==> config.mk <==
export PLATFORM = sky130hd
export DESIGN_NAME = ordered_array_insert_erase_engine
export DESIGN_NICKNAME = d
export VERILOG_FILES = /design/src/rtl/oaie_pkg.sv /design/src/rtl/oaie_cell.sv /design/src/rtl/oaie_seq.sv /design/src/rtl/ordered_array_insert_erase_engine.sv
export VERILOG_INCLUDE_DIRS = /design/src /design/src/rtl
export SDC_FILE = /design/constraint.sdc
export NUM_CORES = 2
export LEC_CHECK = 0
export BUFFER_PORTS_ARGS = -buffer_cell sky130_fd_sc_hd__buf_2
export CAP_MARGIN = 20
export CORE_MARGIN = 2
export CORE_UTILIZATION = 59
export DETAILED_ROUTE_END_ITERATION = 10
export PLACE_DENSITY_LB_ADDON = 0.05
export SLEW_MARGIN = 20
export SYNTH_ARGS = -nofsm -noshare
export SYNTH_HDL_FRONTEND = slang
export SYNTH_HIERARCHICAL = 1
export SYNTH_SLANG_ARGS = --single-unit
==> constraint.sdc <==
create_clock -name clk -period 16.2 [get_ports clk]
set_input_delay 3.24 -clock clk [delete_from_list [all_inputs] [get_ports clk]]
set_output_delay 3.24 -clock clk [all_outputs]
set_load 0.02 [all_outputs]
==> src/rtl/ordered_array_insert_erase_engine_assert.svh <==
// ----------------------------------------------------------------------------
// Assertion macros for the ordered array engine
// Shared concurrent assertion forms, clocked on clk and disabled in reset.
// ----------------------------------------------------------------------------
`ifndef ORDERED_ARRAY_INSERT_ERASE_ENGINE_ASSERT_SVH
`define ORDERED_ARRAY_INSERT_ERASE_ENGINE_ASSERT_SVH

// Same-cycle implication
`define OAIE_ASSERT_NOW(lbl, ante, cons, msg) \
	lbl: assert property (@(posedge clk) disable iff (!arst_n) (ante) |-> (cons)) \
		else $error(msg);

// Next-cycle implication
`define OAIE_ASSERT_NEXT(lbl, ante, cons, msg) \
	lbl: assert property (@(posedge clk) disable iff (!arst_n) (ante) |=> (cons)) \
		else $error(msg);

`endif

==> src/rtl/oaie_pkg.sv <==
// ----------------------------------------------------------------------------
// oaie_pkg
// Sizes, request and status codes, and the command bundle broadcast to cells.
// ----------------------------------------------------------------------------
`timescale 1ns / 1ps

package oaie_pkg;

	localparam int DEPTH      = 32;
	localparam int WORD_WIDTH = 32;

	// Field widths of the stream items
	localparam int MODE_W   = 3;
	localparam int POS_W    = 6;
	localparam int LAST_W   = 5;
	localparam int DATA_W   = 32;
	localparam int STATUS_W = 3;
	localparam int COUNT_W  = 6;

	localparam int IN_BITS  = MODE_W + POS_W + LAST_W + DATA_W;
	localparam int OUT_BITS = STATUS_W + COUNT_W + 3 * DATA_W;
	localparam int IN_TDATA_W  = ((IN_BITS + 7) / 8) * 8;
	localparam int OUT_TDATA_W = ((OUT_BITS + 7) / 8) * 8;

	// Internal widths
	localparam int IDX_W = $clog2(DEPTH);
	localparam int CNT_W = $clog2(DEPTH + 1);
	localparam int CMP_W = (CNT_W > POS_W) ? CNT_W : POS_W;

	typedef enum logic [MODE_W-1:0] {
		MODE_PUSH   = 3'd0,
		MODE_POP    = 3'd1,
		MODE_INSERT = 3'd2,
		MODE_ERASE  = 3'd3,
		MODE_READ   = 3'd4,
		MODE_CLEAR  = 3'd5
	} mode_t;

	typedef enum logic [STATUS_W-1:0] {
		STAT_OK     = 3'd0,
		STAT_BOUNDS = 3'd1,
		STAT_RANGE  = 3'd2,
		STAT_FULL   = 3'd3,
		STAT_EMPTY  = 3'd4
	} status_t;

	// What each cell does in the current cycle
	typedef enum logic [1:0] {
		CELL_HOLD   = 2'd0,
		CELL_PUSH   = 2'd1,
		CELL_INSERT = 2'd2,
		CELL_SHIFT  = 2'd3
	} cell_op_t;

	// Broadcast to every cell; pos and count also steer the read taps
	typedef struct packed {
		cell_op_t                op;
		logic [CMP_W-1:0]        pos;
		logic [CNT_W-1:0]        count;
		logic [WORD_WIDTH-1:0]   value;
	} cell_cmd_t;

	// Sequencer to result register
	typedef struct packed {
		logic    fire;
		status_t status;
		logic    rd_en;
	} report_t;

endpackage

==> src/rtl/oaie_cell.sv <==
// ----------------------------------------------------------------------------
// oaie_cell
// One storage cell of the array: loads, takes a neighbor's word, or holds.
// ----------------------------------------------------------------------------
`timescale 1ns / 1ps

module oaie_cell (
	input  logic                         clk,
	input  logic [oaie_pkg::IDX_W-1:0]      idx,
	input  oaie_pkg::cell_cmd_t          cmd,
	input  logic [oaie_pkg::WORD_WIDTH-1:0] left_word,
	input  logic [oaie_pkg::WORD_WIDTH-1:0] right_word,
	output logic [oaie_pkg::WORD_WIDTH-1:0] word,
	output logic [oaie_pkg::WORD_WIDTH-1:0] rd_tap,
	output logic [oaie_pkg::WORD_WIDTH-1:0] back_tap
);
	import oaie_pkg::*;

	logic [CMP_W-1:0]      idx_c;
	logic [WORD_WIDTH-1:0] word_q;
	logic [WORD_WIDTH-1:0] word_d;

	assign idx_c = CMP_W'(idx);

	// Select next word from the broadcast command
	always_comb begin
		word_d = word_q;
		case (cmd.op)
			CELL_PUSH: begin
				if (idx_c == CMP_W'(cmd.count)) word_d = cmd.value;
			end
			CELL_INSERT: begin
				if (idx_c == cmd.pos) word_d = cmd.value;
				else if (idx_c > cmd.pos) word_d = left_word;
			end
			CELL_SHIFT: begin
				if (idx_c >= cmd.pos) word_d = right_word;
			end
			default: begin
				word_d = word_q;
			end
		endcase
	end

	always_ff @(posedge clk) begin
		word_q <= word_d;
	end

	// Drive taps only when this cell is addressed
	assign word     = word_q;
	assign rd_tap   = (idx_c == cmd.pos) ? word_q : '0;
	assign back_tap = (idx_c + CMP_W'(1) == CMP_W'(cmd.count)) ? word_q : '0;

endmodule

==> src/rtl/oaie_seq.sv <==
// ----------------------------------------------------------------------------
// oaie_seq
// Request decoder and sequencer: checks bounds, keeps the count, drives cells.
// ----------------------------------------------------------------------------
`timescale 1ns / 1ps

module oaie_seq (
	input  logic                      clk,
	input  logic                      arst_n,
	input  logic                      in_valid,
	output logic                      in_ready,
	input  logic [oaie_pkg::MODE_W-1:0] in_mode,
	input  logic [oaie_pkg::POS_W-1:0]  in_pos,
	input  logic [oaie_pkg::LAST_W-1:0] in_last,
	input  logic [oaie_pkg::DATA_W-1:0] in_value,
	input  logic                      out_free,
	output oaie_pkg::cell_cmd_t       cmd,
	output oaie_pkg::report_t         report
);
	import oaie_pkg::*;

	`include "ordered_array_insert_erase_engine_assert.svh"

	typedef enum logic [2:0] {
		ST_IDLE   = 3'b001,
		ST_SHIFT  = 3'b010,
		ST_REPORT = 3'b100
	} seq_state_t;

	seq_state_t       state_q;
	logic [CNT_W-1:0] count_q;
	logic [CNT_W-1:0] rem_q;
	logic [CMP_W-1:0] pos_q;
	status_t          status_q;
	logic             rd_en_q;

	logic             accept;
	logic [CMP_W-1:0] pos_c;
	logic [CMP_W-1:0] last_c;
	logic [CMP_W-1:0] cnt_c;
	logic             full;
	logic [CNT_W-1:0] gap;
	status_t          status_d;
	logic [CNT_W-1:0] count_d;
	logic             rd_en_d;
	logic             erase_go;
	cell_op_t         op_d;

	assign in_ready = (state_q == ST_IDLE);
	assign accept   = in_valid && in_ready;

	assign pos_c  = CMP_W'(in_pos);
	assign last_c = CMP_W'(in_last);
	assign cnt_c  = CMP_W'(count_q);
	assign full   = (count_q == CNT_W'(DEPTH));
	assign gap    = CNT_W'(last_c - pos_c + CMP_W'(1));

	// Decode the request against the current count
	always_comb begin
		status_d = STAT_OK;
		count_d  = count_q;
		rd_en_d  = 1'b0;
		erase_go = 1'b0;
		op_d     = CELL_HOLD;
		case (in_mode)
			MODE_PUSH: begin
				if (full) status_d = STAT_FULL;
				else begin
					op_d    = CELL_PUSH;
					count_d = count_q + CNT_W'(1);
				end
			end
			MODE_POP: begin
				if (count_q == '0) status_d = STAT_EMPTY;
				else count_d = count_q - CNT_W'(1);
			end
			MODE_INSERT: begin
				if (pos_c > cnt_c) status_d = STAT_BOUNDS;
				else if (full) status_d = STAT_FULL;
				else begin
					op_d    = CELL_INSERT;
					count_d = count_q + CNT_W'(1);
				end
			end
			MODE_ERASE: begin
				if (pos_c >= cnt_c || last_c >= cnt_c) status_d = STAT_BOUNDS;
				else if (pos_c > last_c) status_d = STAT_RANGE;
				else begin
					erase_go = 1'b1;
					count_d  = count_q - gap;
				end
			end
			MODE_READ: begin
				if (pos_c >= cnt_c) status_d = STAT_BOUNDS;
				else rd_en_d = 1'b1;
			end
			MODE_CLEAR: begin
				count_d = '0;
			end
			default: begin
				status_d = STAT_OK;
			end
		endcase
	end

	// Sequence: accept, shift down once per erased entry, then report
	always_ff @(posedge clk or negedge arst_n) begin
		if (!arst_n) begin
			state_q <= ST_IDLE;
			count_q <= '0;
			rem_q   <= '0;
		end else begin
			case (state_q)
				ST_IDLE: begin
					if (accept) begin
						count_q <= count_d;
						rem_q   <= gap;
						state_q <= erase_go ? ST_SHIFT : ST_REPORT;
					end
				end
				ST_SHIFT: begin
					rem_q <= rem_q - CNT_W'(1);
					if (rem_q == CNT_W'(1)) state_q <= ST_REPORT;
				end
				ST_REPORT: begin
					if (out_free) state_q <= ST_IDLE;
				end
				default: begin
					state_q <= ST_IDLE;
				end
			endcase
		end
	end

	// Hold the request details for the shift and report cycles
	always_ff @(posedge clk) begin
		if (accept) begin
			pos_q    <= pos_c;
			status_q <= status_d;
			rd_en_q  <= rd_en_d;
		end
	end

	// Broadcast to the cell row
	always_comb begin
		cmd.value = WORD_WIDTH'(in_value);
		if (state_q == ST_IDLE) begin
			cmd.op    = accept ? op_d : CELL_HOLD;
			cmd.pos   = pos_c;
			cmd.count = count_q;
		end else begin
			cmd.op    = (state_q == ST_SHIFT) ? CELL_SHIFT : CELL_HOLD;
			cmd.pos   = pos_q;
			cmd.count = count_q;
		end
	end

	assign report.fire   = (state_q == ST_REPORT) && out_free;
	assign report.status = status_q;
	assign report.rd_en  = rd_en_q;

	`OAIE_ASSERT_NOW(a_count_range, 1'b1, count_q <= CNT_W'(DEPTH),
		"count above capacity")
	`OAIE_ASSERT_NEXT(a_count_only_on_accept, !accept, $stable(count_q),
		"count changed without a transaction")
	`OAIE_ASSERT_NOW(a_shift_pending, state_q == ST_SHIFT, rem_q != '0,
		"shift state with nothing left to shift")

endmodule

==> src/rtl/ordered_array_insert_erase_engine.sv <==
// ----------------------------------------------------------------------------
// ordered_array_insert_erase_engine
// Ordered array of up to DEPTH words in a row of shifting cells, with push,
// pop, insert, range erase, read and clear requests and one result each.
// ----------------------------------------------------------------------------
// Sequence: a request is accepted in the idle state and its result is loaded
// into the output register in the report state once that register is free;
// the input is not ready again until the report is done. An erase of N entries
// first moves the cell row down one place per cycle, once per erased entry. The
// output register holds one finished result while the next request is taken;
// a result that still waits when the following one is ready stalls the report
// cycle. No clearing pass is needed after reset: only entries below the count are ever read.
`timescale 1ns / 1ps

module ordered_array_insert_erase_engine (
	input  logic                                clk,
	input  logic                                arst_n,
	input  logic                                s_axis_tvalid,
	output logic                                s_axis_tready,
	// mode, position, last_position, value
	input  logic [oaie_pkg::IN_TDATA_W-1:0]     s_axis_tdata,
	output logic                                m_axis_tvalid,
	input  logic                                m_axis_tready,
	// status, element_count, read_value, front_value, back_value
	output logic [oaie_pkg::OUT_TDATA_W-1:0]    m_axis_tdata
);
	import oaie_pkg::*;

	localparam int P_POS  = MODE_W;
	localparam int P_LAST = P_POS + POS_W;
	localparam int P_VAL  = P_LAST + LAST_W;

	cell_cmd_t             cmd;
	report_t               report;
	logic                  out_free;
	logic [WORD_WIDTH-1:0] words     [DEPTH];
	logic [WORD_WIDTH-1:0] rd_taps   [DEPTH];
	logic [WORD_WIDTH-1:0] back_taps [DEPTH];
	logic [WORD_WIDTH-1:0] rd_word;
	logic [WORD_WIDTH-1:0] back_word;
	logic [WORD_WIDTH-1:0] front_word;
	logic                  m_valid_q;
	logic [OUT_BITS-1:0]   m_data_q;

	oaie_seq u_seq (
		.clk      (clk),
		.arst_n   (arst_n),
		.in_valid (s_axis_tvalid),
		.in_ready (s_axis_tready),
		.in_mode  (s_axis_tdata[MODE_W-1:0]),
		.in_pos   (s_axis_tdata[P_POS +: POS_W]),
		.in_last  (s_axis_tdata[P_LAST +: LAST_W]),
		.in_value (s_axis_tdata[P_VAL +: DATA_W]),
		.out_free (out_free),
		.cmd      (cmd),
		.report   (report)
	);

	// Row of cells, each fed by its neighbors
	for (genvar i = 0; i < DEPTH; i++) begin : g_cell
		logic [WORD_WIDTH-1:0] left_w;
		logic [WORD_WIDTH-1:0] right_w;

		if (i == 0) begin : g_first
			assign left_w = '0;
		end else begin : g_mid_l
			assign left_w = words[i-1];
		end
		if (i == DEPTH - 1) begin : g_last
			assign right_w = words[i];
		end else begin : g_mid_r
			assign right_w = words[i+1];
		end

		oaie_cell u_cell (
			.clk        (clk),
			.idx        (IDX_W'(i)),
			.cmd        (cmd),
			.left_word  (left_w),
			.right_word (right_w),
			.word       (words[i]),
			.rd_tap     (rd_taps[i]),
			.back_tap   (back_taps[i])
		);
	end

	// Merge the addressed taps
	always_comb begin
		rd_word   = '0;
		back_word = '0;
		for (int i = 0; i < DEPTH; i++) begin
			rd_word   = rd_word | rd_taps[i];
			back_word = back_word | back_taps[i];
		end
	end

	assign front_word = (cmd.count != '0) ? words[0] : '0;

	// Output register: load on report, drop when taken
	assign out_free = !m_valid_q || m_axis_tready;

	always_ff @(posedge clk or negedge arst_n) begin
		if (!arst_n) begin
			m_valid_q <= 1'b0;
		end else if (report.fire) begin
			m_valid_q <= 1'b1;
		end else if (m_axis_tready) begin
			m_valid_q <= 1'b0;
		end
	end

	always_ff @(posedge clk) begin
		if (report.fire) begin
			m_data_q <= {DATA_W'(back_word),
				DATA_W'(front_word),
				report.rd_en ? DATA_W'(rd_word) : DATA_W'(0),
				COUNT_W'(cmd.count),
				report.status};
		end
	end

	assign m_axis_tvalid = m_valid_q;
	assign m_axis_tdata  = OUT_TDATA_W'(m_data_q);

endmodule

==> impl_metrics.tcl <==
set metrics [dict create \
    drtAntennaViolNets 0 \
    hp-class "reg -> reg" \
    p_per_area_nw_per_um2 117.5 \
    maxCapViolCount 0 \
    arrival_ns 7.90 \
    drt_iter0_markers 12165 \
    reg2reg_from "u_seq/cnt_c[2]" \
    wl_per_cell_um 29.76 \
    synth_cells 9682 \
    clk_latency_ns 0.81 \
    grt_pass1_wl_um 543500 \
    viasPerCell 6.933 \
    tritoncts "built" \
    row_count 148 \
    power_frac_comb_pct 44.9 \
    first_pass_iters 6 \
    vias 86209 \
    ys_seq_elements 1155 \
    dp_hpwl_um 242300 \
    grt_max_degree 188 \
    setup.worst_path.end "g_cell[21].u_cell/word[23]" \
    drc 0 \
    synth_flop_cell "edfxtp_1" \
    peakVddDrop_mv 0.1462 \
    final-instance-count-excl-fill 12435 \
    hold_violations 0 \
    synth.top_cells.by_count "1139 x edfxtp_1, 1065 x and2_1, 1058 x or2_2" \
    post_cts_buffers 0 \
    yosys.area.top_type "edfxtp_1" \
    die-area_um2 168000 \
    crit_path_max_fanout 178 \
    async_flop_share_pct 1.385 \
    netlist_area_um2 97190 \
    finalSetupTns_ns 0 \
    port-buffer-count 156 \
    die_y_um 409.9 \
    clock_sinks 1155 \
    fin_crit_ns 7.475 \
    crit_start "s_axis_tvalid" \
    avgSynthCellArea_um2 10.04 \
    fin_skew_ns 0.03423 \
    cts_hold_buf 0 \
    drive_above_1_share_pct 27.43 \
    slew_violations 0 \
    coreArea_um2 163100 \
    dp.cells 12170 \
    synth_top_area_share_pct 35.19 \
    pin_count 166 \
    status "finished, final reports clean" \
    nets 10418 \
    ys_types 74 \
    cts.reportedPaths.clkPinSlew_ns 0.06 \
    gp_congestion 0.9640 \
    synth_edf_count 1139 \
    die_w_um 409.9 \
    worst_pin_slew_ns 1.342 \
    pwr-share-clk_pct 24.9 \
    finalCritPeriodShare_pct 46.14 \
    max_freq_mhz 133.8 \
    synth_area_leaders "edfxtp_1 35%, nor3b_2 12%, a2bb2oi_1 9.2%" \
    rsz0062_at_grt "false" \
    grt-ovfl-total 0 \
    synth_seq_area_share_pct 35.60 \
    ys.warnings.count 6 \
    clock_path_buffers 3 \
    swShare_pct 44.83 \
    cts_root_buf "clkbuf_16" \
    finalSetupViolations 0 \
    area_delta_synth_final_pct 8.602 \
    slew_headroom_pct 9.693 \
    cellLeakagePower_uw 0.03842 \
    yosysMostFrequentCell "edfxtp_1" \
    wl_um 370000 \
    grt_usage_pct 42.58 \
    grt_pass1_vias 83539 \
    initial_core_util_pct 59.58 \
    antenna_found_initial 31 \
    ff2ff_path_depth 13 \
    htreeDepth 4 \
    r2r-end "g_cell[1].u_cell/word[30]" \
    end_kind "register" \
    p_int_uw 6842 \
    cts_made_buffers 143 \
    seqPwrFrac_pct 30.2 \
    rrSetupSlack_ns 10.06 \
    path_class "in -> reg" \
    required_ns 16.63 \
    ctsResizeCount 0 \
    worst_setup_path_start_kind "input pin" \
    p_sw_uw 5559 \
]
## final cells by class
class	count	area, µm²
multi-input combinational	8149	60090
fill	13420	57590
sequential	1155	34620
clock buffer	180	3854
tap	2175	2721
timing repair buffer	389	2604
inverter	302	1139
clock inverter	73	493.0
antenna	12	30.03
## worst min path at each step
stage | from | cells after the start | to
2_1_floorplan | u_seq/status_q[0] | 0 | m_data_q[0]
3_3_place_gp | u_seq/status_q[1] | 0 | m_data_q[1]
3_5_place_dp | u_seq/status_q[0] | 0 | m_data_q[0]
4_1_cts | u_seq/status_q[2] | 0 | m_data_q[2]
5_1_grt | u_seq/status_q[0] | 0 | m_data_q[0]
6_report | u_seq/status_q[1] | 0 | m_data_q[1]
## flip-flops by register name, indices dropped and copies added (netlist names)
signal,flops
u_seq/rd_en_q,1
u_seq/status_q,3
g_cell.u_cell/word,1024
u_seq/rem_q,6
u_seq/pos_q,6
u_seq/cnt_c,6
u_seq/state_q,3
m_data_q,105
m_axis_tvalid,1
## worst max-delay path: stages
cell,delay [ns]
buf_2,0.11
nand2_4,0.09
inv_1,0.54
nand3_1,0.32
o21ai_4,0.27
buf_12,0.48
buf_4,0.86
inv_2,0.38
buf_4,0.34
nor3_1,0.20
a21oi_1,0.12
a31oi_4,0.17
buf_4,0.46
## metal layers
| layer | vias to the layer above | GRT usage, % | routed length, µm |
|---|---|---|---|
| met1 | 42005 | 56.65 | 140500 |
| li1 | 37024 | - | - |
| met2 | 5995 | 61.74 | 155900 |
| met4 | 32 | 27.69 | 27820 |
| met3 | 1153 | 10.37 | 45590 |
| met5 | - | 0 | 198 |
## power groups by stage
stage | Clock (µW) | Combinational [µW] | Sequential, µW
floorplan | 0 | 3520 | 3890
global placement | 0 | 5170 | 3800
detailed placement | 0 | 5290 | 3800
CTS | 3100 | 5320 | 3740
global route | 3200 | 5750 | 3760
finish | 3090 | 5570 | 3740
## layout by cell type, fill, tap and decap left out, types with 19 or more instances in the layout
cell,count
nor4_1,541
nand4bb_2,30
xor2_1,196
xnor2_1,35
nand4_1,194
nor3b_1,62
nand2_1,63
buf_2,156
nor3_1,70
nor3b_2,930
o21ai_0,67
inv_1,269
edfxtp_1,1139
nand3b_1,19
o21a_1,48
o31a_2,31
a2bb2oi_1,1024
clkbuf_16,148
nor2_1,86
and2_1,1065
o22ai_1,1025
buf_4,227
clkinv_1,41
inv_2,32
or2_2,1058
a21boi_2,31
nor2b_1,97
nand3_1,72
and3_1,30
a211oi_1,32
conb_1,837
and2_4,21
ha_1,223
a21oi_1,100
clkbuf_1,29
## metrics by stage
step	cell area [µm²]	setup slack [ns]	power [µW]	util, %	hold WS, ns
finish	105600	8.725	12400	64.70	0.4357
global route	105500	8.477	12720	64.68	0.4404
CTS	105500	8.943	12160	64.67	0.4403
detailed placement	101200	8.116	9096	62.00	0.4082
global placement	101100	8.185	8971	61.99	0.4176
floorplan	100300	3.555	7411	-	0.4003
## logic make-up (layout without fill, tap and decap cells)
| kind of cell | Yosys count | after routing | share of synthesized area (%) |
|---|---|---|---|
| other cells | 2 | 849 | 0.007727 |
| simple gates | 4405 | 4405 | 34.07 |
| mux | 13 | 13 | 0.1725 |
| xor+xnor | 231 | 231 | 2.082 |
| flops | 1155 | 1155 | 35.60 |
| compound gates | 2437 | 2437 | 18.51 |
| buf+inv | 1213 | 944 | 6.623 |
| fa+ha+maj | 226 | 226 | 2.933 |
(Power assumes the default switching activity.)
